`src/hdl/yuv_gamma_balance_corrector_assert.svh`:
```
// Assertion macros shared by the corrector's RTL files.
// Depends on nothing; included by the modules that check their own logic.
`ifndef YUV_GAMMA_BALANCE_CORRECTOR_ASSERT_SVH
`define YUV_GAMMA_BALANCE_CORRECTOR_ASSERT_SVH

// Same-cycle implication, disabled during reset.
`define YGB_ASSERT_IMPLY(label, clk, rst_n, ante, cons) \
  label: assert property (@(posedge clk) disable iff (!rst_n) (ante) |-> (cons)) \
    else $error("ygb assertion failed");

// Next-cycle implication, disabled during reset.
`define YGB_ASSERT_NEXT(label, clk, rst_n, ante, cons) \
  label: assert property (@(posedge clk) disable iff (!rst_n) (ante) |=> (cons)) \
    else $error("ygb assertion failed");

`endif

```
`src/hdl/ygb_pkg.sv`:
```
// Shared types and constants of the YUV gamma and balance corrector.
// Depends on nothing; imported by every module of the block.
`default_nettype none

package ygb_pkg;

  // Widest supported sample depth.
  localparam int PixelWidth = 16;

  // Full scale of an RGB channel, 255.0 in unsigned Q8.10.
  localparam logic [17:0] FullScale = 18'd261120;

  // Register indexes of the configuration port.
  localparam logic [2:0] RegBitDepth  = 3'd0;
  localparam logic [2:0] RegModeBits  = 3'd1;
  localparam logic [2:0] RegGammaR    = 3'd2;
  localparam logic [2:0] RegGammaG    = 3'd3;
  localparam logic [2:0] RegGammaB    = 3'd4;
  localparam logic [2:0] RegShadow    = 3'd5;
  localparam logic [2:0] RegMidtone   = 3'd6;
  localparam logic [2:0] RegHighlight = 3'd7;

  // One pixel word in.
  typedef struct packed {
    logic [15:0] luma_in;
    logic [15:0] blue_diff_in;
    logic [15:0] red_diff_in;
    logic        chroma_site;
  } pix_in_t;

  // One pixel word out.
  typedef struct packed {
    logic [15:0] luma_out;
    logic [15:0] blue_diff_out;
    logic [15:0] red_diff_out;
    logic        chroma_valid;
  } pix_out_t;

  // Control that travels with a word through the pipeline.
  typedef struct packed {
    logic valid;
    logic site;
  } ctl_t;

  // RGB triple in Q8.10, channel 0 red, 1 green, 2 blue.
  typedef logic [2:0][17:0] rgb_t;

endpackage

`default_nettype wire

```
`src/hdl/ygb_rgb_back.sv`:
```
// RGB back to studio-range YUV at the configured depth, three stages.
// Depends on ygb_pkg and the assertion macro header.
`default_nettype none
`include "yuv_gamma_balance_corrector_assert.svh"

module ygb_rgb_back (
  input  logic              clk_i,
  input  logic              rst_ni,
  input  ygb_pkg::ctl_t     ctl_i,
  input  ygb_pkg::rgb_t     rgb_i,
  input  logic [4:0]        depth_i,
  output logic              done_o,
  output ygb_pkg::pix_out_t pix_o
);
  import ygb_pkg::*;

  localparam int KY [3] = '{1053, 2064, 401};
  localparam int KU [3] = '{606, 1192, 1798};
  localparam int KV [3] = '{1798, 1507, 291};

  function automatic logic [15:0] to_depth(input logic signed [31:0] s,
                                           input logic [4:0] d);
    logic [31:0] v;
    logic [16:0] maxv;
    v    = 32'(s) >> (5'd30 - d);
    maxv = 17'((18'd1 << d) - 18'd1);
    if (s <= 0) return '0;
    if (v > 32'(maxv)) return maxv[15:0];
    return v[15:0];
  endfunction

  logic [29:0]        py_d [3];
  logic [29:0]        pu_d [3];
  logic [29:0]        pv_d [3];
  logic [29:0]        py_q [3];
  logic [29:0]        pu_q [3];
  logic [29:0]        pv_q [3];
  logic signed [31:0] ys_d, us_d, vs_d, ys_q, us_q, vs_q;
  ctl_t               k1_ctl_q, k2_ctl_q;
  logic               done_q;
  pix_out_t           pix_d, pix_q;

  // Coefficient products.
  always_comb begin
    for (int ch = 0; ch < 3; ch++) begin
      py_d[ch] = 30'(rgb_i[ch]) * 30'(KY[ch]);
      pu_d[ch] = 30'(rgb_i[ch]) * 30'(KU[ch]);
      pv_d[ch] = 30'(rgb_i[ch]) * 30'(KV[ch]);
    end
  end

  // Signed sums with the studio offsets in Q.22.
  always_comb begin
    ys_d = 32'(py_q[0]) + 32'(py_q[1]) + 32'(py_q[2]) + 32'(16 << 22);
    us_d = 32'(pu_q[2]) - 32'(pu_q[0]) - 32'(pu_q[1]) + 32'(128 << 22);
    vs_d = 32'(pv_q[0]) - 32'(pv_q[1]) - 32'(pv_q[2]) + 32'(128 << 22);
  end

  // Scale to the depth; chroma only at sampling sites.
  always_comb begin
    pix_d.luma_out      = to_depth(ys_q, depth_i);
    pix_d.blue_diff_out = k2_ctl_q.site ? to_depth(us_q, depth_i) : '0;
    pix_d.red_diff_out  = k2_ctl_q.site ? to_depth(vs_q, depth_i) : '0;
    pix_d.chroma_valid  = k2_ctl_q.site;
  end

  // Control registers.
  always_ff @(posedge clk_i or negedge rst_ni) begin
    if (!rst_ni) begin
      k1_ctl_q <= '0;
      k2_ctl_q <= '0;
      done_q   <= 1'b0;
    end else begin
      k1_ctl_q <= ctl_i;
      k2_ctl_q <= k1_ctl_q;
      done_q   <= k2_ctl_q.valid;
    end
  end

  // Data registers.
  always_ff @(posedge clk_i) begin
    for (int ch = 0; ch < 3; ch++) begin
      py_q[ch] <= py_d[ch];
      pu_q[ch] <= pu_d[ch];
      pv_q[ch] <= pv_d[ch];
    end
    ys_q  <= ys_d;
    us_q  <= us_d;
    vs_q  <= vs_d;
    pix_q <= pix_d;
  end

  assign done_o = done_q;
  assign pix_o  = pix_q;

  `YGB_ASSERT_IMPLY(a_back_chroma, clk_i, rst_ni, done_o && !pix_o.chroma_valid, (pix_o.blue_diff_out == '0) && (pix_o.red_diff_out == '0))

endmodule

`default_nettype wire
```
`config.mk`:
```
export PLATFORM = sky130hd
export DESIGN_NAME = ygb_rgb_back
export DESIGN_NICKNAME = d
export VERILOG_FILES = /design/src/hdl/ygb_pkg.sv /design/src/hdl/ygb_rgb_back.sv
export VERILOG_INCLUDE_DIRS = /design/src /design/src/hdl
export SDC_FILE = /design/constraint.sdc
export NUM_CORES = 2
export LEC_CHECK = 0
export ABC_AREA = 0
export BUFFER_PORTS_ARGS = -buffer_cell sky130_fd_sc_hd__buf_2
export CAP_MARGIN = 20
export CORE_MARGIN = 4
export CORE_UTILIZATION = 55
export DETAILED_ROUTE_END_ITERATION = 7
export MAX_ROUTING_LAYER = met4
export PLACE_DENSITY_LB_ADDON = 0.08
export SYNTH_ARGS = -nofsm -noshare
export SYNTH_HDL_FRONTEND = slang
export SYNTH_SLANG_ARGS = --single-unit
```
`constraint.sdc`:
```
create_clock -name clk_i -period 4.64 [get_ports clk_i]
set_input_delay 0.232 -clock clk_i [delete_from_list [all_inputs] [get_ports clk_i]]
set_output_delay 0.232 -clock clk_i [all_outputs]
set_load 0.01 [all_outputs]
```
==> flow_summary.json <==
{
  "place_ws_ps": -522,
  "rr_worst_depth": 25,
  "violations": "negative setup slack",
  "cap_viol_max_count": 0,
  "layout.nets": 6965,
  "rsz0062_at_grt": "true",
  "ys_async_sr_fraction_pct": 1.30,
  "grt_pass1_vias": 36800,
  "avgSynthCellArea_um2": 9.07,
  "post-route-period-util_pct": 101,
  "cp.required_ps": 5170,
  "cp.arrival_ps": 5220,
  "clkTransAtPathRegs_ps": 80,
  "critical_path.max_fanout": 3,
  "fmax_mhz": 213,
  "maxSlewHeadroom_pct": 51.5,
  "critical_path_class": "reg -> reg",
  "numPortBuffers": 112,
  "wl_mm": 135,
  "synth_cells": 4995,
  "synth_top_area_cell": "ha_1",
  "track_usage_pct": 31.9,
  "syn_nets": 6285,
  "cts-htree-levels": 2,
  "regArea_um2": 7720,
  "clk_path_buf_depth": 3,
  "drtPass1Iterations": 5,
  "yosysTopAreaCellShare_pct": 25.2,
  "clkLatencyLatePin_ps": 620,
  "core_area_um2": 81100,
  "die_h_um": 295,
  "design.die.area_um2": 87000,
  "synth_area_leaders": "ha_1 25%, dfxtp_1 17%, fa_1 14%, inv_1 6.5%, xnor2_1 4.4%",
  "use_met1_pct": 41.0,
  "grt_max_degree": 57,
  "fin_crit_ps": 4690,
  "ys_types": 100,
  "drc_errors": 0,
  "cts_tree": "yes",
  "grt_first_pass_wirelength_mm": 208,
  "fin_worst_skew_ps": 40.1,
  "routedWlPerCell_um": 20.0,
  "fin_cells": 6774,
  "overflow": 0,
  "antenna_left": 0,
  "grt-busiest-layer": "met2",
  "viasPerCell": 5.52,
  "antenna_found_initial": 12,
  "end_kind": "flip-flop",
  "finalSetupViolCount": 3,
  "tightest_slew_ps": 728,
  "synth_edf_count": 0,
  "ys_ff_latch": 384,
  "io_pins": 113,
  "vias": 37400,
  "met3_usage_pct": 3.85,
  "routabilityCongestion": 0.984,
  "cts-root-buf": "clkbuf_16",
  "final_cell_mix": "896 x ha_1, 782 x inv_1, 589 x buf_4, 375 x dfxtp_1, 315 x fa_1",
  "yosysWarnings": 0,
  "setup_ws_ps": -52.7,
  "hold_violations": 0,
  "multiInputGateArea_um2": 34800,
  "dp.cells": 6665,
  "post-route-util_pct": 66.3,
  "start_kind": "flip-flop",
  "cts_buffers": 46,
  "place_area_um2": 51500,
  "seq_area_frac_synth_pct": 17.0,
  "met2_usage_pct": 51.8,
  "initial_utilization_pct": 55.9,
  "die_x_um": 295,
  "fp-row-count": 104,
  "status": "finished with violations",
  "report.final.slew_viol_count": 0,
  "clock-sinks": 384,
  "fillers": 6957,
  "min_path_type": "in -> reg",
  "area_delta_synth_final_pct": 18.6,
  "fin_area_um2": 53700,
  "synth_flop_cell": "dfxtp_1",
  "post-dp-hpwl_mm": 117,
  "synth_area_um2": 45300,
  "final_common_cell": "ha_1",
  "initialDrtViolationCount": 2115,
  "drive_above_1_share_pct": 18.0,
  "holdPathStages": 3
}
[state kept, by name, summed over array words and instances (netlist names)]
register	flops
k2_ctl_q	2
ys_q	31
pu_q	81
us_q	31
pix_o	49
k1_ctl_q	2
py_q	78
vs_q	32
done_o	1
pv_q	77
[cell usage after synthesis (12+ instances only)]
cell type / n
dfxtp_1: 379
o22ai_1: 13
buf_2: 20
xnor2_1: 225
nor2_1: 315
o31ai_1: 13
clkbuf_1: 43
o21a_1: 44
mux2i_1: 98
fa_1: 316
nand4_1: 25
nor2b_1: 53
a211oi_1: 44
o21ai_0: 185
a31oi_1: 37
a21o_1: 121
nand2_1: 280
buf_1: 12
nand3_1: 77
xor2_1: 86
inv_1: 786
o21bai_1: 50
and2_1: 14
or3_1: 26
nor4_1: 31
mux2_2: 37
ha_1: 911
a21oi_1: 318
nor3_1: 68
o211ai_1: 29
mux4_2: 40
and3_1: 31
nand2b_1: 40
[area by class of cell]
class | count | share of cell area (%)
Clock inverter | 31 | 0.680
Tap cell | 1060 | 2.47
Sequential cell | 384 | 14.4
Timing Repair Buffer | 725 | 9.99
Multi-Input combinational cell | 3729 | 64.7
Antenna cell | 2 | 0.00931
Clock buffer | 54 | 2.27
Inverter | 789 | 5.53
[per-stage QoR]
stage / hold slack (ps) / setup TNS, ps
final: 30.7 / -133
after global routing: 38.7 / -2240
after CTS: 0.870 / -46.0
after detailed placement: 64.4 / -9920
after global placement: 61.5 / -7330
after floorplan: -63.6 / -12460
[timing repair]
action / in CTS / in global routing
hold buffers: 11 / 0
setup buffers: 8 / 5
resized for setup: 33 / 86
hold endpoints to repair: 14 / 0
endpoints found under the setup margin: 14 / 39
pin swaps: 27 / 59
[final timing paths]
kind | startpoint | end | slack [ps]
worst max-delay path | pu_q[0][1] | us_q[31] | -50
worst min-delay path | rgb_i[2] | py_q[0][2] | 30
worst max register to register | pu_q[0][1] | us_q[31] | -50
worst min register to register | k1_ctl_q[1] | k2_ctl_q[1] | 350
max in group asynchronous | rst_ni | done_o | 3840
min in group asynchronous | rst_ni | k2_ctl_q[0] | 590
[layer usage]
layer	up-vias	part of all wire, %
li1	18500	-
met1	17700	44
met2	884	46
met3	228	5.0
met4	0	4.7
met5	-	0
[worst max-delay path: stages, from the launching register on]
cell      delay (ps)
dfxtp_2          360
inv_2             50
ha_4             200
nor2b_4          120
o31a_1           270
o41ai_2          300
buf_4            190
a211oi_4          60
o21ai_2          190
a21oi_2           80
o31a_1           250
or2_4            240
a21oi_2          140
xnor2_1          130
ha_1             280
ha_4             230
a21o_1           150
a21o_1           170
a21oi_2          110
nor2_1            50
nor2_1           130
o21ai_2           90
a211oi_2         300
o21ai_2          120
a41oi_2          250
o211a_1          180
[logic make-up (layout without fill, tap and decap cells)]
logic type	after synthesis	after routing	share of synthesized area, %
simple gates	1003	1003	10.3
xor+xnor	315	315	6.18
mux	178	178	5.16
buf+inv	882	1599	7.69
compound gates	1002	1002	14.4
fa+ha+maj	1231	1231	39.2
other cells	0	2	0
flops	384	384	17.0
Power is not shown: default switching activity piles up to over one toggle a cycle in this logic, so the estimate is an artifact.
