[src/hdl/yuv_gamma_balance_corrector_assert.svh]
// Assertion macros shared by the corrector's RTL files.
// Depends on nothing; included by the modules that check their own logic.
`ifndef YUV_GAMMA_BALANCE_CORRECTOR_ASSERT_SVH
`define YUV_GAMMA_BALANCE_CORRECTOR_ASSERT_SVH

// Same-cycle implication, disabled during reset.
`define YGB_ASSERT_IMPLY(label, clk, rst_n, ante, cons) \
  label: assert property (@(posedge clk) disable iff (!rst_n) (ante) |-> (cons)) \
    else $error("ygb assertion failed");

// Next-cycle implication, disabled during reset.
`define YGB_ASSERT_NEXT(label, clk, rst_n, ante, cons) \
  label: assert property (@(posedge clk) disable iff (!rst_n) (ante) |=> (cons)) \
    else $error("ygb assertion failed");

`endif

[src/hdl/ygb_pkg.sv]
// Shared types and constants of the YUV gamma and balance corrector.
// Depends on nothing; imported by every module of the block.
`default_nettype none

package ygb_pkg;

  // Widest supported sample depth.
  localparam int PixelWidth = 16;

  // Full scale of an RGB channel, 255.0 in unsigned Q8.10.
  localparam logic [17:0] FullScale = 18'd261120;

  // Register indexes of the configuration port.
  localparam logic [2:0] RegBitDepth  = 3'd0;
  localparam logic [2:0] RegModeBits  = 3'd1;
  localparam logic [2:0] RegGammaR    = 3'd2;
  localparam logic [2:0] RegGammaG    = 3'd3;
  localparam logic [2:0] RegGammaB    = 3'd4;
  localparam logic [2:0] RegShadow    = 3'd5;
  localparam logic [2:0] RegMidtone   = 3'd6;
  localparam logic [2:0] RegHighlight = 3'd7;

  // One pixel word in.
  typedef struct packed {
    logic [15:0] luma_in;
    logic [15:0] blue_diff_in;
    logic [15:0] red_diff_in;
    logic        chroma_site;
  } pix_in_t;

  // One pixel word out.
  typedef struct packed {
    logic [15:0] luma_out;
    logic [15:0] blue_diff_out;
    logic [15:0] red_diff_out;
    logic        chroma_valid;
  } pix_out_t;

  // Control that travels with a word through the pipeline.
  typedef struct packed {
    logic valid;
    logic site;
  } ctl_t;

  // RGB triple in Q8.10, channel 0 red, 1 green, 2 blue.
  typedef logic [2:0][17:0] rgb_t;

endpackage

`default_nettype wire

[src/hdl/ygb_rgb_front.sv]
// Studio-range YUV to RGB conversion with clipping, three register stages.
// Depends on ygb_pkg and the assertion macro header.
`default_nettype none
`include "yuv_gamma_balance_corrector_assert.svh"

module ygb_rgb_front (
  input  logic             clk_i,
  input  logic             rst_ni,
  input  ygb_pkg::ctl_t    ctl_i,
  input  ygb_pkg::pix_in_t pix_i,
  input  logic [4:0]       depth_i,
  output ygb_pkg::ctl_t    ctl_o,
  output ygb_pkg::rgb_t    rgb_o
);
  import ygb_pkg::*;

  localparam int KY2Rgb = 4768;
  localparam int KV2R   = 6537;
  localparam int KU2G   = 1606;
  localparam int KV2G   = 3330;
  localparam int KU2B   = 8262;

  function automatic logic [17:0] clip_q22(input logic signed [41:0] x);
    logic signed [41:0] y;
    y = (x + 42'sd2048) >>> 12;
    if (x <= 0) return '0;
    if (y > 42'(FullScale)) return FullScale;
    return y[17:0];
  endfunction

  logic [3:0]         shift;
  logic [25:0]        y_sh, u_sh, v_sh;
  logic signed [26:0] c_d, p_d, q_d, c_q, p_q, q_q;
  logic signed [40:0] yc_d, vr_d, ug_d, vg_d, ub_d;
  logic signed [40:0] yc_q, vr_q, ug_q, vg_q, ub_q;
  rgb_t               rgb_d, rgb_q;
  ctl_t               s1_ctl_q, s2_ctl_q, s3_ctl_q;

  // Stage 1: bring samples to 8-bit units in Q.10 and remove the offsets.
  always_comb begin
    shift = 4'(5'd18 - depth_i);
    y_sh  = 26'(pix_i.luma_in) << shift;
    u_sh  = 26'(pix_i.blue_diff_in) << shift;
    v_sh  = 26'(pix_i.red_diff_in) << shift;
    c_d   = $signed({1'b0, y_sh}) - 27'sd16384;
    p_d   = $signed({1'b0, u_sh}) - 27'sd131072;
    q_d   = $signed({1'b0, v_sh}) - 27'sd131072;
  end

  // Stage 2: the five coefficient products.
  always_comb begin
    yc_d = 41'(c_q) * 41'(KY2Rgb);
    vr_d = 41'(q_q) * 41'(KV2R);
    ug_d = 41'(p_q) * 41'(KU2G);
    vg_d = 41'(q_q) * 41'(KV2G);
    ub_d = 41'(p_q) * 41'(KU2B);
  end

  // Stage 3: sums, rounding and clipping to full scale.
  always_comb begin
    rgb_d[0] = clip_q22(42'(yc_q) + 42'(vr_q));
    rgb_d[1] = clip_q22(42'(yc_q) - 42'(ug_q) - 42'(vg_q));
    rgb_d[2] = clip_q22(42'(yc_q) + 42'(ub_q));
  end

  // Control registers.
  always_ff @(posedge clk_i or negedge rst_ni) begin
    if (!rst_ni) begin
      s1_ctl_q <= '0;
      s2_ctl_q <= '0;
      s3_ctl_q <= '0;
    end else begin
      s1_ctl_q <= ctl_i;
      s2_ctl_q <= s1_ctl_q;
      s3_ctl_q <= s2_ctl_q;
    end
  end

  // Data registers.
  always_ff @(posedge clk_i) begin
    c_q   <= c_d;
    p_q   <= p_d;
    q_q   <= q_d;
    yc_q  <= yc_d;
    vr_q  <= vr_d;
    ug_q  <= ug_d;
    vg_q  <= vg_d;
    ub_q  <= ub_d;
    rgb_q <= rgb_d;
  end

  assign ctl_o = s3_ctl_q;
  assign rgb_o = rgb_q;

  `YGB_ASSERT_NEXT(a_front_enter, clk_i, rst_ni, ctl_i.valid, s1_ctl_q.valid)
  `YGB_ASSERT_IMPLY(a_front_clip, clk_i, rst_ni, ctl_o.valid, (rgb_o[0] <= FullScale) && (rgb_o[1] <= FullScale) && (rgb_o[2] <= FullScale))

endmodule

`default_nettype wire

[config.mk]
export PLATFORM = sky130hd
export DESIGN_NAME = ygb_rgb_front
export DESIGN_NICKNAME = d
export VERILOG_FILES = /design/src/hdl/ygb_pkg.sv /design/src/hdl/ygb_rgb_front.sv
export VERILOG_INCLUDE_DIRS = /design/src /design/src/hdl
export SDC_FILE = /design/constraint.sdc
export NUM_CORES = 2
export LEC_CHECK = 0
export BUFFER_PORTS_ARGS = -buffer_cell sky130_fd_sc_hd__buf_2
export CORE_MARGIN = 4
export CORE_UTILIZATION = 59
export DETAILED_ROUTE_END_ITERATION = 7
export PLACE_DENSITY = 0.79
export REMOVE_ABC_BUFFERS = 1
export SLEW_MARGIN = 25
export SYNTH_ARGS = -nofsm -noshare
export SYNTH_HDL_FRONTEND = slang
export SYNTH_SLANG_ARGS = --single-unit
[constraint.sdc]
create_clock -name clk_i -period 5.5 [get_ports clk_i]
set_input_delay 0.825 -clock clk_i [delete_from_list [all_inputs] [get_ports clk_i]]
set_output_delay 0.825 -clock clk_i [all_outputs]
set_load 0.05 [all_outputs]
==> summary.txt <==
Run status
  • Status: finished with violations
  • Failing checks: setup timing

Cells and area
  • Nets: 6659
  • Non-Filler Cell Area, Final: 50280 µm²
  • Most frequent cells in the layout: inv_1 (996), ha_1 (607), buf_4 (425)
  • Most common cell after layout, fill and taps aside: inv_1
  • Area grow syn2layout: 17.30%
  • Layout cells sized above 1: 0.1669

Setup path
  • Worst reg-to-reg path cell count: 24
  • Crit path max-delay family: adder cells
  • Cells along the critical path: ha_4 > inv_2 > fa_1 > inv_2 > fa_2 > fa_2 > ha_4 > inv_2 > fa_1 > inv_1 > ha_2 > a21o_1 > a21oi_2 > buf_4 > o22ai_2 > a41o_1 > a41o_1 > a41oi_2 > a31o_2 > o21ai_2 > or4_1 > a41o_1 > a31oi_1 > xnor2_1
  • Buffer and inverter count on the worst path: 5
  • FF-to-FF End: vr_q[39]
  • CP Max Fanout: 3
  • CP endpoint kind: flip-flop
  • Reg-to-reg slack, setup: -400 ps
  • CP Depth: 24
  • Setup CP Type: reg -> reg
  • Critical path's largest stage delay: 540 ps
  • Type of origin of the critical path: flip-flop
  • Slowest-stage cell, CP: fa_2
  • Worst R2R Start: q_q[4]
  • WP data required: 5990 ps
  • CP arrival: 6390 ps

Route
  • WL/cell: 19.78 µm
  • Post-route DRC: 0
  • Final wirelength: 129.9 mm
  • Initial drt markers: 2952
  • Vias/cell: 5.811
  • Post-route ant nets: 0
  • DR vias: 38.18k
  • DR pass1 iterations: 7

Synthesis
  • Synth area leaders: ha_1 (19%), fa_1 (17%), dfxtp_1 (15%), inv_1 (9.0%), xnor2_1 (4.8%)
  • Synth Instances: 5107
  • Post-synth EDFFs: 0
  • Library cells used by synthesis: 102
  • Yosys top cell by area: ha_1
  • Syn. warnings: 0
  • Share of flip-flops with an asynchronous set or reset: 0.01829
  • Top_reg_cell synth: dfxtp_1
  • Register area share after synthesis: 0.1539
  • Top cell type's share of synthesized area: 0.1894
  • Synthesized area: 42870 µm²
  • Seq cells post-synth: 328
  • Synth Area per Inst: 8.394 µm²

Global route
  • Total grt overflow: 0
  • Pin count of the biggest net entering global routing: 62
  • Vias in the first global route: 37.83k
  • Gr busiest metal: met2
  • Initial antenna violation count: 3
  • First-pass GRT wire length: 200.9 mm
  • Global Route met1 Usage: 0.4247
  • Met2 Use GR: 0.5295
  • Met3 Use GR: 0.05664
  • Overall routing resource usage: 0.3222

Clock tree
  • CTS Root Cell: clkbuf_16
  • CTS sink count: 328
  • Longest Clk Path Bufs: 3
  • Clk_lat worst skew: 580 ps
  • Clock transition at the registers of the reported paths: 60 ps
  • H-tree Lvls: 2
  • CTS buffer count: 38
  • Hold Buf Count CTS: 0
  • CTS tree: done

STA
  • RSZ-0062 raised after global routing: true
  • Slew Limit Fails: 0
  • Setup Skew: 20.55 ps
  • Crit share post-route: 1.072
  • Hold Vio Cnt, Final: 0
  • Worst-Margin Slew: 1060 ps
  • Max frequency: 169.6 MHz
  • Tmin final: 5897 ps
  • Slew HR: 0.2882
  • Final setup margin: -396.5 ps
  • # setup viols final: 13

Die
  • IO Pins: 114
  • Die W: 277.5 µm
  • Row cnt: 98
  • Starting Density: 0.5976
  • Die area: 77030 µm²
  • CORE AREA: 71730 µm²
  • Die span in y: 277.5 µm

Placed design
  • RePlAce Congestion: 0.9941
  • Pre-CTS WS: -779.9 ps
  • Post-Place Cell Area: 47190 µm²
  • Port Buffers: 111
  • Dpl hpwl: 104.9 mm

Min path
  • Min-delay worst type: in -> async

Run
  • Max_cap viols: 0
[layout make-up]
type / instances / area, µm²
Antenna cell: 1 / 2.502
Clock buffer: 51 / 1104
Clock inverter: 18 / 178.9
Fill cell: 5295 / 21450
Inverter: 1032 / 3881
Multi-Input combinational cell: 3643 / 33420
Sequential cell: 328 / 6636
Tap cell: 950 / 1189
Timing Repair Buffer: 547 / 3870
[metal layers]
metal | wire length [µm] | part of all wire
met3 | 9699 | 0.075
met5 | 21 | 0.00016
met1 | 53940 | 0.42
met2 | 59710 | 0.46
met4 | 6555 | 0.050
[metrics by stage]
stage | util | setup TNS, ps | hold slack, ps | std cells
final | 0.7010 | -2398 | 77.33 | 6570
after global routing | 0.7010 | -6227 | 70.65 | 6569
after CTS | 0.6873 | -1209 | 54.28 | 6549
after detailed placement | 0.6578 | -9373 | 341.0 | 6452
after global placement | 0.6578 | -5537 | 335.5 | 6452
after floorplan | - | -1746 | 331.2 | 5001
[flip-flops by register name, summed over array words and instances, names as in the netlist]
register	flops
ctl_o	2
vg_q	36
s2_ctl_q	2
ub_q	40
c_q	27
rgb_o	54
yc_q	36
s1_ctl_q	2
q_q	27
p_q	27
ug_q	34
vr_q	41
[how the worst max path moves through the flow]
stage                     startpoint  endpoint  slack, ps
after floorplan              q_q[26]  vr_q[39]       -590
after global placement        q_q[1]  vr_q[39]       -680
after detailed placement      q_q[5]  vr_q[39]       -780
after CTS                     q_q[1]  vr_q[39]       -210
after global routing          q_q[2]  vr_q[39]       -590
final                         q_q[4]  vr_q[39]       -400
[cell families after synthesis]
| logic type | Yosys count | synth area share |
|---|---|---|
| AO/OA/AOI/OAI | 1008 | 0.1531 |
| buffers and inverters | 1138 | 0.1001 |
| flip-flops | 328 | 0.1539 |
| adder cells (fa/ha/maj) | 1011 | 0.3585 |
| XOR/XNOR | 350 | 0.07169 |
| multiplexers | 87 | 0.02198 |
| AND/OR/NAND/NOR | 1185 | 0.1408 |
[cells in the mapped netlist (36+ instances only)]
cell and number:
inv_1 1030, ha_1 649, fa_1 362, dfxtp_1 322, nor2_1 310, a21oi_1 309
nand2_1 259, xnor2_1 236, o21ai_0 184, a21o_1 118, xor2_1 113, nor3_1 92
nand3_1 89, clkbuf_1 83, mux2i_1 66, and3_1 64, nand4_1 52, a31oi_1 45
o21a_1 45, o21bai_1 45, nor2b_1 39, nand2b_1 37, and2_1 36
[what timing repair did]
item,4_1_cts,5_1_grt
endpoints found under the setup margin,47,96
pin swaps,104,105
setup buffers,28,23
gates cloned,1,1
resized for setup,122,176
Power is not shown: default switching activity piles up to over one toggle a cycle in this logic, so the estimate is an artifact.
